===== src/rtl/rhd_pkg.sv =====
// rhd_pkg: shared types and constants for the readable hex64 decoder
// depends on nothing; imported by rhd_classify, rhd_core and the top level
package rhd_pkg;

  localparam int unsigned KeyWidth    = 64;
  localparam int unsigned GroupWidth  = 16;
  localparam int unsigned CountWidth  = 5;
  localparam int unsigned ValueDigits = 16;
  localparam int unsigned TotalDigits = 20;

  // character codes that the classifier recognizes
  localparam logic [7:0] ChZero   = 8'h30;  // '0'
  localparam logic [7:0] ChNine   = 8'h39;  // '9'
  localparam logic [7:0] ChLowA   = 8'h61;  // 'a'
  localparam logic [7:0] ChLowF   = 8'h66;  // 'f'
  localparam logic [7:0] ChUpA    = 8'h41;  // 'A'
  localparam logic [7:0] ChUpF    = 8'h46;  // 'F'
  localparam logic [7:0] ChUpO    = 8'h4f;  // 'O'
  localparam logic [7:0] ChLowO   = 8'h6f;  // 'o'
  localparam logic [7:0] ChUpI    = 8'h49;  // 'I'
  localparam logic [7:0] ChLowL   = 8'h6c;  // 'l'

  // result status codes
  typedef enum logic [1:0] {
    STATUS_OK       = 2'd0,
    STATUS_SHORT    = 2'd1,
    STATUS_MISMATCH = 2'd2
  } status_t;

  // classified character
  typedef struct packed {
    logic       is_digit;
    logic [3:0] digit;
  } digit_t;

  // result produced by the core for one transaction
  typedef struct packed {
    logic                  emit;
    logic [KeyWidth-1:0]   key_value;
    status_t               status;
  } result_t;

endpackage


===== src/rtl/rhd_classify.sv =====
// rhd_classify: maps one character byte to a hex digit value or "not a digit"
// depends on rhd_pkg
module rhd_classify (
  input  logic [7:0]      char_code,
  output rhd_pkg::digit_t digit_out
);
  import rhd_pkg::*;

  // hex digits of either case, plus O/o as 0 and I/l as 1
  always_comb begin
    digit_out = '{is_digit: 1'b0, digit: 4'd0};
    if (char_code >= ChZero && char_code <= ChNine) begin
      digit_out.is_digit = 1'b1;
      digit_out.digit    = 4'(char_code - ChZero);
    end else if (char_code >= ChLowA && char_code <= ChLowF) begin
      digit_out.is_digit = 1'b1;
      digit_out.digit    = 4'(char_code - ChLowA + 8'd10);
    end else if (char_code >= ChUpA && char_code <= ChUpF) begin
      digit_out.is_digit = 1'b1;
      digit_out.digit    = 4'(char_code - ChUpA + 8'd10);
    end else if (char_code == ChUpO || char_code == ChLowO) begin
      digit_out.is_digit = 1'b1;
      digit_out.digit    = 4'd0;
    end else if (char_code == ChUpI || char_code == ChLowL) begin
      digit_out.is_digit = 1'b1;
      digit_out.digit    = 4'd1;
    end
  end

endmodule


===== src/rtl/rhd_core.sv =====
// rhd_core: per-string decode state, digit accumulation and check word compare
// depends on rhd_pkg and rhd_classify
module rhd_core (
  input  logic             clk,
  input  logic             rst,
  input  logic             step,
  input  logic [7:0]       char_code,
  input  logic             last,
  output rhd_pkg::result_t result
);
  import rhd_pkg::*;

  logic [CountWidth-1:0] digit_count, digit_count_next;
  logic [KeyWidth-1:0]   value_shift, value_shift_next;
  logic [GroupWidth-1:0] group_shift, group_shift_next;
  logic [GroupWidth-1:0] xor_accum, xor_accum_next;
  logic                  answered, answered_next;

  digit_t                digit;
  logic [GroupWidth-1:0] group_shifted;
  logic [CountWidth-1:0] count_inc;

  rhd_classify u_classify (
    .char_code (char_code),
    .digit_out (digit)
  );

  assign group_shifted = {group_shift[GroupWidth-5:0], digit.digit};
  assign count_inc     = digit_count + CountWidth'(1);

  // next state and result for the transaction in the input register
  always_comb begin
    digit_count_next = digit_count;
    value_shift_next = value_shift;
    group_shift_next = group_shift;
    xor_accum_next   = xor_accum;
    answered_next    = answered;
    result           = '{emit: 1'b0, key_value: '0, status: STATUS_OK};

    if (!answered && digit.is_digit) begin
      digit_count_next = count_inc;
      group_shift_next = group_shifted;
      if (digit_count < CountWidth'(ValueDigits)) begin
        value_shift_next = {value_shift[KeyWidth-5:0], digit.digit};
        // a finished value group folds into the check accumulator
        if (count_inc[1:0] == 2'b00) begin
          xor_accum_next   = xor_accum ^ group_shifted;
          group_shift_next = '0;
        end
      end else if (count_inc >= CountWidth'(TotalDigits)) begin
        // last check digit: compare and answer
        answered_next = 1'b1;
        result.emit   = 1'b1;
        if (group_shifted == xor_accum) begin
          result.key_value = value_shift;
          result.status    = STATUS_OK;
        end else begin
          result.status    = STATUS_MISMATCH;
        end
      end
    end

    // string ended before the answer
    if (!answered_next && last) begin
      result.emit      = 1'b1;
      result.key_value = '0;
      result.status    = STATUS_SHORT;
    end

    // end of string returns everything to zero
    if (last) begin
      digit_count_next = '0;
      value_shift_next = '0;
      group_shift_next = '0;
      xor_accum_next   = '0;
      answered_next    = 1'b0;
    end

    if (!step) begin
      result.emit = 1'b0;
    end
  end

  // decode state registers
  always_ff @(posedge clk) begin
    if (rst) begin
      digit_count <= '0;
      value_shift <= '0;
      group_shift <= '0;
      xor_accum   <= '0;
      answered    <= 1'b0;
    end else if (step) begin
      digit_count <= digit_count_next;
      value_shift <= value_shift_next;
      group_shift <= group_shift_next;
      xor_accum   <= xor_accum_next;
      answered    <= answered_next;
    end
  end

endmodule


===== src/rtl/readable_hex64_decoder_top.sv =====
// readable_hex64_decoder_top: input register, decode core and result register
// depends on rhd_pkg and rhd_core
// result path: an accepted character's result is captured in the result register
//   when the input register moves on, which a held and stalled result can delay
// throughput: one character per cycle while the result side is not stalled; a held
//   and stalled result freezes the input register, which stalls the input once full
// reset: rst clears all decode state and both valid flags
module readable_hex64_decoder_top (
  input  logic                         clk,
  input  logic                         rst,
  input  logic                         char_valid,
  output logic                         char_stall,
  input  logic [7:0]                   char_code,
  input  logic                         last,
  output logic                         key_valid,
  input  logic                         key_stall,
  output logic [rhd_pkg::KeyWidth-1:0] key_value,
  output logic [1:0]                   status
);
  import rhd_pkg::*;

  logic       in_full;
  logic [7:0] in_char;
  logic       in_last;
  logic       advance;
  logic       step;
  result_t    result;

  // the input register moves on unless a result is held and stalled
  assign advance    = !(key_valid && key_stall);
  assign step       = in_full && advance;
  assign char_stall = in_full && !advance;

  rhd_core u_core (
    .clk       (clk),
    .rst       (rst),
    .step      (step),
    .char_code (in_char),
    .last      (in_last),
    .result    (result)
  );

  // input register
  always_ff @(posedge clk) begin
    if (rst) begin
      in_full <= 1'b0;
    end else if (!char_stall) begin
      in_full <= char_valid;
    end
  end

  always_ff @(posedge clk) begin
    if (char_valid && !char_stall) begin
      in_char <= char_code;
      in_last <= last;
    end
  end

  // result register
  always_ff @(posedge clk) begin
    if (rst) begin
      key_valid <= 1'b0;
    end else if (advance) begin
      key_valid <= result.emit;
    end
  end

  always_ff @(posedge clk) begin
    if (advance && result.emit) begin
      key_value <= result.key_value;
      status    <= result.status;
    end
  end

endmodule

===== config.mk =====
export PLATFORM = sky130hd
export DESIGN_NAME = readable_hex64_decoder_top
export DESIGN_NICKNAME = d
export VERILOG_FILES = /design/src/rtl/rhd_pkg.sv /design/src/rtl/rhd_classify.sv /design/src/rtl/rhd_core.sv /design/src/rtl/readable_hex64_decoder_top.sv
export SDC_FILE = /design/constraint.sdc
export NUM_CORES = 1
export LEC_CHECK = 0
export BUFFER_PORTS_ARGS = -buffer_cell sky130_fd_sc_hd__buf_2
export CAP_MARGIN = 15
export CORE_ASPECT_RATIO = 0.8
export CORE_MARGIN = 4
export CORE_UTILIZATION = 33
export CTS_CLUSTER_DIAMETER = 120
export DETAILED_ROUTE_END_ITERATION = 16
export GPL_ROUTABILITY_DRIVEN = 0
export HOLD_SLACK_MARGIN = 0.1
export PLACE_DENSITY = 0.52
export SLEW_MARGIN = 10
export SYNTH_ARGS = -nofsm -noshare
export SYNTH_HDL_FRONTEND = slang
export SYNTH_SLANG_ARGS = --single-unit

===== constraint.sdc =====
create_clock -name clk -period 8.65 [get_ports clk]
set_input_delay 0 -clock clk [delete_from_list [all_inputs] [get_ports clk]]
set_output_delay 0 -clock clk [all_outputs]
set_load 0.03 [all_outputs]

======== Word level (Yosys, flattened, before mapping) ========
Index checks and enable logic that the tools add are counted.
operators by class
  add/subtract/negate cells ............... 6
  order comparisons ....................... 8
  equal/unequal tests ..................... 5
  muxes and demuxes ....................... 29
  bitwise operators ....................... 4
  reductions and logical operators ........ 25
operators by type and width
  cell                                                               count
  2-to-1 mux 67 bit                                                  4
  2-to-1 mux 64 bit                                                  4
  2-to-1 mux 16 bit                                                  4
  2-to-1 mux 12 bit                                                  4
  2-to-1 mux 5 bit                                                   7
  == test 8 x 7 -> 1 bit, second input constant                      4
  == test 16 bit                                                     1
  greater-or-equal comparator 8 x 7 -> 1 bit, second input constant  2
  <= comparator 8 x 7 -> 1 bit, second input constant                2
  XOR 16 bit                                                         1
  subtractor 4 x 1 -> 4 bit, second input constant                   3
  logical AND 1 bit                                                  10
  adder 4 bit, second input constant                                 2
  greater-or-equal comparator 8 x 6 -> 1 bit, second input constant  1
  <= comparator 8 x 6 -> 1 bit, second input constant                1
  nonzero test 2 bit                                                 3
  adder 5 x 1 -> 5 bit, second input constant                        1
  greater-or-equal comparator 5 bit, second input constant           1
  less-than comparator 5 bit, second input constant                  1
  2-to-1 mux 1 bit                                                   5
  OR reduction 5 bit                                                 1
  zero test 1 bit                                                    4
  AND reduction 4 bit                                                1
  OR reduction 4 bit                                                 1
  other kinds (6)                                                    9
storage, ports and cells
  bits in registers ....................... 175
  word-level logic and storage cells ...... 89

======== Depth between registers and ports, before layout ========
Gate-level depths: netlist of run 1.
  depth after elaboration ................. 15
  gate-level depth with buffers ........... 10
  depth with buffers taken out ............ 8

======== Cells and area by module ========
A second synthesis of run 1 with hierarchy kept.
second synthesis, totals
  cells, all modules ...................... 758
  area, all modules ....................... 7502.2 um2
by module, submodules not included
  module                      instances  cells an instance  area an instance (um2)  seq. area each (um2)
  rhd_core                    1          639                4903.5                  1961.9
  readable_hex64_decoder_top  1          86                 2346.0                  2292.2
  rhd_classify                1          33                 252.7                   0.0

======== Worst setup path after synthesis of run 1 ========
No wires, ideal clock.
  path type ............................... reg2reg
  from .................................... register in_char[0]
  to ...................................... register key_value[0] in the netlist's numbering, enable pin
  arrival ................................. 4.454 ns
  setup slack ............................. 3.705 ns
  stages on the path, launching flop included .. 10
  buffers on the path ..................... 1
  clock period less this slack ............ 4.945 ns
  cell sequence ........................... edfxtp_1 -> inv_1 -> ha_1 -> or3b_4 -> nand3_2 -> or2_1 -> buf_6 -> a21oi_4 -> nor2_1 -> nor2_1
on the way
  word-level cells in the longest chain between the ends .. 14
  elaborated cells between the ends (all ways) .. 28
RTL lines
  item                                                                                RTL line                          text
  start: declaration                                                                  readable_hex64_decoder_top.sv:23  logic [7:0] in_char;
  start signal: assignment                                                            readable_hex64_decoder_top.sv:54  in_char <= char_code;
  branches (longest 6 deep; another with greater-or-equal comparator 8 x 7 -> 1 bit)  -
  2-to-1 mux 5 bit *                                                                  rhd_classify.sv:12                if (char_code >= ChZero && char_code <= ChNine) begin
  logical AND 1 bit *                                                                 rhd_core.sv:40                    if (!answered && digit.is_digit) begin
  2-to-1 mux 1 bit                                                                    rhd_core.sv:40
  zero test 1 bit                                                                     rhd_core.sv:64                    if (!answered_next && last) begin
  logical AND 1 bit                                                                   rhd_core.sv:64
  2-to-1 mux 67 bit *                                                                 rhd_core.sv:64
  2-to-1 mux 1 bit *                                                                  rhd_core.sv:79                    if (!step) begin
  logical AND 1 bit *                                                                 readable_hex64_decoder_top.sv:69  if (advance && result.emit) begin
  end signal: assignment                                                              readable_hex64_decoder_top.sv:70  key_value <= result.key_value;
  end: declaration                                                                    readable_hex64_decoder_top.sv:17  output logic [rhd_pkg::KeyWidth-1:0] key_value,
Every way passes the cells marked *.
A chain may end at the register's enable or synchronous reset.

======== Worst setup path after layout of run 1 ========
  from .................................... register in_char[3]
  to ...................................... register key_value[10] in the netlist's numbering, enable pin
Same word-level chain as after synthesis.

==> qor.txt, run 1 <==
========================================================================================================
Outcome                                                                                     finished, final reports clean
Combinational group share of total power                                                            5.1%
Number of nets in the synthesized netlist                                                            572
Arrival time at the worst endpoint                                                               3.20 ns
Overall die height                                                                              137.2 um
Post-route standard cell area excluding fillers                                             0.008238 mm^2
Count leader, synth                                                                         sky130_fd_sc_hd__dfxtp_1
Peak VDD IR                                                                                    0.1301 mV
Root Buffer Master                                                                          sky130_fd_sc_hd__clkbuf_16
Routed wire length per instance                                                                 15.32 um
Detailed-route DRC error count                                                                         0
Cell count after synthesis                                                                           555
Total power density per cell area                                                           216.3 mW/mm^2
Average vias per placed instance                                                                   4.872
DRC violation total after the first TritonRoute iteration                                            261
Worst Max-Slew Pin Slew                                                                        0.8649 ns
Switching component of the power                                                             0.0004148 W
Leakage power total                                                                             2.926 nW
Critical Path Sink Type                                                                        flip-flop
Max transition margin                                                                             42.34%
Proportion of netlist area held by the largest area contributor                                   32.73%
Highest achievable clock rate                                                                  317.0 MHz
CTS H-tree depth                                                                                       4
Die width                                                                                       169.4 um
Post-synthesis instance area                                                                0.006880 mm^2
Area of the core                                                                            0.02014 mm^2
Sequential area share after synthesis                                                             61.83%
Internal cell power                                                                           0.001367 W
Largest net degree at the start of global routing                                                     67
Crit path required time                                                                          8.69 ns
Routed wire length                                                                              14.13 mm
Number of clock sinks seen by CTS                                                                    175
Shortest period the worst path allows                                                           3.155 ns
CTS tree                                                                                            done
Critical path startpoint category                                                              flip-flop
Placed cell area                                                                            0.007465 mm^2
Cell row count                                                                                        46
Gr usage total                                                                                    12.35%
Share of post-route cells with drive strength above 1                                             22.34%
Count of unique library cells instantiated by Yosys                                                   55
Main flop type after synthesis                                                              sky130_fd_sc_hd__dfxtp_1
Number of antenna violations at the first check in global routing                                      0
Setup repair after global routing missed its margin                                                   no
Port bufs                                                                                             80
Total count of max-transition violations in the final report                                           0
Number of enable-type register cells in the synthesized netlist                                       75
Setup fix buffers added after clock tree synthesis                                                     0
Final Cycle Share                                                                                 36.47%
Number of register bits inferred by synthesis                                                        175
Total power draw                                                                              0.001781 W
Largest clock skew in the final design                                                       0.009677 ns
Ant. Diodes                                                                                            0
Total number of vias                                                                                4492
Crit path cell chain                                                                        nor4b_4 > nand3_2 > or2_1 > a21oi_4 > nor2_1 > nor2_4 > buf_4
Gates resized, CTS repair                                                                              0
Count of boundary I/O pins                                                                            81
Maximum fanout count along the critical path                                                          66
Critical path type                                                                          flip-flop to flip-flop
Post-CTS clock slew at the launch and capture registers of the worst setup and hold paths        0.07 ns
Number of global-route vias before repair                                                           4442
Final-layout setup total negative slack                                                             0 ns
Ys async rst share                                                                                    0%
Count of nets left with antenna violations after detail routing                                        0
CTS max path bufs                                                                                      2
Crit path buffers/inverters                                                                            1
Die ar.                                                                                     0.02324 mm^2
Crit-path max cell delay                                                                         0.64 ns
Critical-path cell with the highest stage delay                                             sky130_fd_sc_hd__buf_4
Count of max-cap constraint violations                                                                 0
Dominant cells by area after synthesis                                                      sky130_fd_sc_hd__edfxtp_1 (33%), sky130_fd_sc_hd__dfxtp_1 (29%), sky130_fd_sc_hd__a22o_1 (8.1%)
Synth warn                                                                                             0
Hold violation total from the final report                                                             0
Proportion of total power due to net switching                                                    23.28%
Final HPWL from detailed placement                                                              8.877 mm
Reg power frac                                                                                     49.4%
Clk Latency, worst-skew pair                                                                     0.42 ns
Wire length of the first global-routing pass                                                    22.91 mm
Cell type group with the largest total delay on the critical path                           simple AND/OR/NAND/NOR gates
# setup viols final                                                                                    0
Hold/Removal Path Class                                                                     input port to flip-flop
Residual overflow from global routing                                                                  0
Total clock buffers created by CTS                                                                    17
Reg-to-reg slack, setup                                                                          5.50 ns
Clock power frac                                                                                   45.4%
Detailed Routing Iterations Pass 1                                                                     4
Initial Utilization                                                                               34.16%
Most common library cells after synthesis                                                   sky130_fd_sc_hd__dfxtp_1 (100), sky130_fd_sc_hd__edfxtp_1 (75), sky130_fd_sc_hd__and2_1 (65), sky130_fd_sc_hd__a22o_1 (64), sky130_fd_sc_hd__a21oi_1 (24)
Area grow syn2layout                                                                              19.73%
Net count, final                                                                                     662
Cell type with the highest aggregate area in the netlist                                    sky130_fd_sc_hd__edfxtp_1
Average footprint of a synthesized cell                                                       12.40 um^2
========================================================================================================
layout make-up:
cell class,count,area (um^2)
Tap cell,264,330.3
Timing Repair Buffer,102,603.1
Fill cell,1883,11910
Multi-Input combinational cell,341,2397
Sequential cell,175,4254
Clock inverter,14,193.9
Inverter,8,30.03
Clock buffer,18,429.2
routing by layer:
metal	share of wire (%)	GRT usage (%)	up-vias	wire [um]
met5	0	0	-	0
met4	0.79	3.353	0	112
met3	4.8	3.783	8	673
met2	46	19.42	97	6492
met1	48	16.64	2157	6851
li1	-	-	2230	-
worst reg2reg max path: stages, from the launching register on:
cell                       delay (ns)
sky130_fd_sc_hd__edfxtp_1        0.53
sky130_fd_sc_hd__nor4b_4         0.48
sky130_fd_sc_hd__nand3_2         0.21
sky130_fd_sc_hd__or2_1           0.41
sky130_fd_sc_hd__a21oi_4         0.25
sky130_fd_sc_hd__nor2_1          0.10
sky130_fd_sc_hd__nor2_4          0.07
sky130_fd_sc_hd__buf_4           0.64
worst paths after layout:
check,depth (start not counted),start,endpoint
setup reg to reg,7,in_char[3]$_DFFE_PP_,key_value[10]$_SDFFCE_PP0P_
hold / removal,2,char_code[5],in_char[5]$_DFFE_PP_
hold reg to reg,1,u_core.xor_accum[3]$_SDFFE_PP0P_,u_core.xor_accum[3]$_SDFFE_PP0P_
setup / recovery,7,in_char[3]$_DFFE_PP_,key_value[10]$_SDFFCE_PP0P_
timing repair:
| item | in CTS | in global routing |
|---|---|---|
| hold endpoints to repair | 12 | 0 |
| hold buffers | 15 | 0 |
| setup endpoints to repair | 0 | 0 |
cell usage in the layout, fill, tap and decap left out, drive strengths merged, types with 3 or more instances in the layout:
| master | synthesis | layout |
|---|---|---|
| dlygate4sd3 | 0 | 15 |
| nand2b | 15 | 15 |
| nor2 | 23 | 23 |
| nand3 | 20 | 20 |
| a31o | 12 | 12 |
| and2 | 66 | 66 |
| bufinv | 0 | 3 |
| and3 | 4 | 4 |
| nand2 | 21 | 21 |
| a31oi | 3 | 3 |
| ha | 4 | 4 |
| dfxtp | 100 | 100 |
| o21ai | 18 | 18 |
| nor3 | 3 | 3 |
| nand4 | 7 | 7 |
| inv | 8 | 17 |
| clkbuf | 15 | 18 |
| a22o | 64 | 64 |
| o21bai | 3 | 3 |
| a211oi | 4 | 4 |
| a21oi | 26 | 26 |
| buf | 16 | 87 |
| xnor2 | 15 | 15 |
| edfxtp | 75 | 75 |
cells by family (layout without fill, tap and decap cells):
family,after synthesis,in the layout,share of synthesized area [%]
adders and majority gates,4,4,0.7274
DFF,175,175,61.83
muxes,1,1,0.1455
buffers and inverters,39,142,3.601
AOI/OAI and AO/OA,146,146,16.57
and+or+nand+nor,175,175,15.22
xor gates and xnor gates,15,15,1.909
sequential cells by signal, summed over array words and instances, names as in the netlist:
name	count
in_last	1
in_full	1
u_core.digit_count	5
u_core.xor_accum	16
in_char	8
key_valid	1
status	2
key_value	64
u_core.answered	1
u_core.group_shift	12
u_core.value_shift	64
metrics by stage:
stage	setup WS [ns]	hold slack, ns	cells	util [%]
5_1_grt	5.284	0.2886	922	40.89
3_5_place_dp	5.507	0.1792	875	37.06
3_3_place_gp	5.536	0.1761	874	37.02
6_report	5.495	0.2911	922	40.89
2_1_floorplan	3.705	0.09887	555	-
4_1_cts	5.484	0.2759	922	40.89
power groups by stage:
stage               sequential [W]  clock, W  combinational [W]
global route              0.000882  0.000866          0.0000980
finish                    0.000881  0.000810          0.0000910
CTS                       0.000881  0.000830          0.0000922
global placement          0.000900         0          0.0000851
detailed placement        0.000900         0          0.0000869
floorplan                 0.000924         0          0.0000349
No activity file was read; power rests on OpenSTA's default activity.
==> inputs of run 2 (changes only) <==
--- a/config.mk
+++ b/config.mk
@@ -5,6 +5,7 @@
 export SDC_FILE = /design/constraint.sdc
 export NUM_CORES = 1
 export LEC_CHECK = 0
+export ABC_AREA = 1
 export BUFFER_PORTS_ARGS = -buffer_cell sky130_fd_sc_hd__buf_2
 export CAP_MARGIN = 15
 export CORE_ASPECT_RATIO = 0.8
==> constraint.sdc (replaced) <==
create_clock -name clk -period 3.12 [get_ports clk]
set_input_delay 0 -clock clk [delete_from_list [all_inputs] [get_ports clk]]
set_output_delay 0 -clock clk [all_outputs]
set_load 0.03 [all_outputs]
==> qor.txt, run 2 <==
========================================================================================================
Outcome                                                                                     finished, final reports clean   unchanged
Total number of vias                                                                                5742   was 4492
Hold violation total from the final report                                                             0   unchanged
Root Buffer Master                                                                          sky130_fd_sc_hd__clkbuf_16   unchanged
Total clock buffers created by CTS                                                                    17   unchanged
Number of clock sinks seen by CTS                                                                    175   unchanged
Leakage power total                                                                             3.356 nW   was 2.926 nW
# setup viols final                                                                                    0   unchanged
Largest clock skew in the final design                                                       0.009989 ns   was 0.009677 ns
CTS tree                                                                                            done   unchanged
Die ar.                                                                                     0.02576 mm^2   was 0.02324 mm^2
Max transition margin                                                                             41.69%   was 42.34%
Setup repair after global routing missed its margin                                                   no   unchanged
Largest net degree at the start of global routing                                                     79   was 67
Die width                                                                                       178.4 um   was 169.4 um
Setup fix buffers added after clock tree synthesis                                                     0   unchanged
Number of register bits inferred by synthesis                                                        175   unchanged
Critical path type                                                                          flip-flop to flip-flop   unchanged
Ant. Diodes                                                                                            0   unchanged
Routed wire length                                                                              16.95 mm   was 14.13 mm
Count leader, synth                                                                         sky130_fd_sc_hd__nor2_1   was sky130_fd_sc_hd__dfxtp_1
Crit path required time                                                                          3.44 ns   was 8.69 ns
Port bufs                                                                                             80   unchanged
Cell count after synthesis                                                                           888   was 555
Post-CTS clock slew at the launch and capture registers of the worst setup and hold paths        0.07 ns   about the same
Ys async rst share                                                                                    0%   unchanged
Average footprint of a synthesized cell                                                       8.637 um^2   was 12.40 um^2
Number of enable-type register cells in the synthesized netlist                                       75   unchanged
Switching component of the power                                                              0.001157 W   was 0.0004148 W
Final-layout setup total negative slack                                                             0 ns   unchanged
Number of antenna violations at the first check in global routing                                      0   unchanged
Clk Latency, worst-skew pair                                                                     0.43 ns   was 0.42 ns
Hold/Removal Path Class                                                                     input port to flip-flop   unchanged
Crit-path max cell delay                                                                         0.44 ns   was 0.64 ns
Main flop type after synthesis                                                              sky130_fd_sc_hd__dfxtp_1   unchanged
Commonest non-fill, non-tap cell in the layout                                              sky130_fd_sc_hd__nor2_1   was sky130_fd_sc_hd__dfxtp_1
Count of boundary I/O pins                                                                            81   unchanged
Final Cycle Share                                                                                 84.27%   was 36.47%
Crit path cell chain                                                                        inv_1 > ha_1 > inv_1 > nand2_1 > nand2_2 > a21oi_1 > nor2_1 > nand2_2 > nand3_4 > nand2_2 > nand2_1 > o21ai_0 > nor2_1   was nor4b_4 > nand3_2 > or2_1 > a21oi_4 > nor2_1 > nor2_4 > buf_4
Average vias per placed instance                                                                   4.486   was 4.872
Gates resized, CTS repair                                                                              0   unchanged
Hold slack final                                                                               0.1900 ns   was 0.2911 ns
Highest achievable clock rate                                                                  380.3 MHz   was 317.0 MHz
Peak VDD IR                                                                                    0.3983 mV   was 0.1301 mV
Number of global-route vias before repair                                                           5389   was 4442
DRC violation total after the first TritonRoute iteration                                            402   was 261
Most common library cells after synthesis                                                   sky130_fd_sc_hd__nor2_1 (140), sky130_fd_sc_hd__nand2_1 (138), sky130_fd_sc_hd__dfxtp_1 (100), sky130_fd_sc_hd__inv_1 (96), sky130_fd_sc_hd__a21oi_1 (83)   was sky130_fd_sc_hd__dfxtp_1 (100), sky130_fd_sc_hd__edfxtp_1 (75), sky130_fd_sc_hd__and2_1 (65), sky130_fd_sc_hd__a22o_1 (64), sky130_fd_sc_hd__a21oi_1 (24)
Initial Utilization                                                                               33.81%   was 34.16%
Reg power frac                                                                                     49.5%   was 49.4%
Cell row count                                                                                        49   was 46
Detailed Routing Iterations Pass 1                                                                     5   was 4
Gr usage total                                                                                    13.48%   was 12.35%
Critical Path Sink Type                                                                        flip-flop   unchanged
Sequential area share after synthesis                                                             55.46%   was 61.83%
Count of nets left with antenna violations after detail routing                                        0   unchanged
Combinational group share of total power                                                            5.8%   was 5.1%
Share of post-route cells with drive strength above 1                                             20.64%   was 22.34%
CTS max path bufs                                                                                      2   unchanged
Number of nets in the synthesized netlist                                                            905   was 572
Proportion of netlist area held by the largest area contributor                                   29.36%   was 32.73%
Net count, final                                                                                     978   was 662
Maximum fanout count along the critical path                                                          25   was 66
Hold buffer count at CTS                                                                              13   was 15
Clock power frac                                                                                   44.8%   was 45.4%
Area grow syn2layout                                                                              17.47%   was 19.73%
Residual overflow from global routing                                                                  0   unchanged
Dominant cells by area after synthesis                                                      sky130_fd_sc_hd__edfxtp_1 (29%), sky130_fd_sc_hd__dfxtp_1 (26%), sky130_fd_sc_hd__nor2_1 (6.9%)   was sky130_fd_sc_hd__edfxtp_1 (33%), sky130_fd_sc_hd__dfxtp_1 (29%), sky130_fd_sc_hd__a22o_1 (8.1%)
Count of unique library cells instantiated by Yosys                                                   30   was 55
Routed wire length per instance                                                                 13.24 um   was 15.32 um
Total power density per cell area                                                           546.7 mW/mm^2   was 216.3 mW/mm^2
Worst path most repeated cell                                                               sky130_fd_sc_hd__nand2_2
Detailed-route DRC error count                                                                         0   unchanged
Cell type with the highest aggregate area in the netlist                                    sky130_fd_sc_hd__edfxtp_1   unchanged
Critical path startpoint category                                                              flip-flop   unchanged
Wire length of the first global-routing pass                                                    27.81 mm   was 22.91 mm
Overall die height                                                                              144.4 um   was 137.2 um
Most frequent cells in the layout                                                           sky130_fd_sc_hd__nor2_1 (140), sky130_fd_sc_hd__nand2_1 (137), sky130_fd_sc_hd__dfxtp_1 (100), sky130_fd_sc_hd__inv_1 (95), sky130_fd_sc_hd__a21oi_1 (83)   was sky130_fd_sc_hd__dfxtp_1 (100), sky130_fd_sc_hd__buf_2 (80), sky130_fd_sc_hd__edfxtp_1 (75), sky130_fd_sc_hd__and2_1 (65), sky130_fd_sc_hd__a22o_1 (64)
Synth warn                                                                                             0   unchanged
Internal cell power                                                                           0.003769 W   was 0.001367 W
Proportion of total power due to net switching                                                    23.48%   was 23.28%
Critical-path cell with the highest stage delay                                             sky130_fd_sc_hd__edfxtp_1   was sky130_fd_sc_hd__buf_4
Count of max-cap constraint violations                                                                 0   unchanged
Arrival time at the worst endpoint                                                               2.95 ns   was 3.20 ns
Post-synthesis instance area                                                                0.007670 mm^2   was 0.006880 mm^2
Worst Max-Slew Pin Slew                                                                        0.8746 ns   was 0.8649 ns
CTS H-tree depth                                                                                       4   unchanged
Final HPWL from detailed placement                                                              10.27 mm   was 8.877 mm
Registers with the most flip-flops                                                          key_value (64), u_core.value_shift (64), u_core.xor_accum (16)   unchanged
Shortest period the worst path allows                                                           2.629 ns   was 3.155 ns
Total count of max-transition violations in the final report                                           0   unchanged
Area of the core                                                                            0.02268 mm^2   was 0.02014 mm^2
========================================================================================================
==> run 2: cell count changes in the layout (fill, tap and decap cells not counted), sizes merged, moves of 15 or more <==
cell | previous run | this run
nor2 | 23 | 202
nand2 | 21 | 147
inv | 17 | 99
and2 | 66 | 0
a22o | 64 | 0
nand3 | 20 | 80
a21oi | 26 | 84
nand2b | 15 | 0
==> run 2: power by group through the flow <==
stage                     clock network (W)  logic, W  registers [W]
after floorplan                           0  0.000198        0.00250
after global placement                    0  0.000274        0.00249
after detailed placement                  0  0.000275        0.00249
after CTS                           0.00225  0.000289        0.00244
after global routing                0.00235  0.000322        0.00244
final                               0.00220  0.000285        0.00244
==> run 2: final cells by class <==
class / count / area [um^2]
inverters: 99 / 374.1
clock inverters: 9 / 95.09
clock buffers: 23 / 520.5
multi-input cells: 564 / 2720
well taps: 306 / 382.9
repair buffers: 104 / 663.1
fillers: 2327 / 13670
flip-flops and latches: 175 / 4254
==> run 2: kinds of logic after synthesis <==
group                      count (synthesis)  synth area share, %
AOI/OAI and AO/OA                        110                7.374
xor gates and xnor gates                  14                1.599
adders and majority gates                  4               0.6526
buffers and inverters                    149                9.103
DFF                                      175                55.46
and+or+nand+nor                          436                25.81
==> run 2: worst paths after layout <==
kind | from | endpoint | slack [ns] | cells after the start
min | rst | u_core.xor_accum[10]$_SDFFE_PP0P_ | 0.19 | 4
max reg2reg | in_char[0]$_DFFE_PP_ | u_core.xor_accum[15]$_SDFFE_PP0P_ | 0.49 | 13
min reg2reg | u_core.value_shift[17]$_SDFFE_PP0P_ | u_core.value_shift[17]$_SDFFE_PP0P_ | 0.46 | 2
max | in_char[0]$_DFFE_PP_ | u_core.xor_accum[15]$_SDFFE_PP0P_ | 0.49 | 13
==> run 2: worst max-delay path, delay by kind of cell (launching register included) <==
family	cells	cell delay, ns
buffers and inverters	2	0.18
AO/OA/AOI/OAI	2	0.47
adder cells (fa/ha/maj)	1	0.15
flip-flops	1	0.44
AND/OR/NAND/NOR	8	1.27
==> run 2: metrics by stage <==
| step | util, % | worst slack (ns) | cell area [um^2] | std cells | power, W |
|---|---|---|---|---|---|
| 4_1_cts | 39.72 | 0.4842 | 9010 | 1280 | 0.004979 |
| 5_1_grt | 39.72 | 0.1252 | 9010 | 1280 | 0.005114 |
| 3_3_place_gp | 36.43 | 0.5877 | 8264 | 1235 | 0.002763 |
| 3_5_place_dp | 36.43 | 0.5173 | 8264 | 1235 | 0.002763 |
| 6_report | 39.72 | 0.4907 | 9010 | 1280 | 0.004926 |
| 2_1_floorplan | - | 0.003433 | 7670 | 888 | 0.002699 |
==> run 2: layer usage <==
metal | routed length (um) | track usage [%] | part of all wire [%]
met1 | 8778 | 19.97 | 52
met2 | 7170 | 19.48 | 42
met3 | 783 | 3.241 | 4.6
met4 | 212 | 4.078 | 1.3
met5 | 0 | 0 | 0
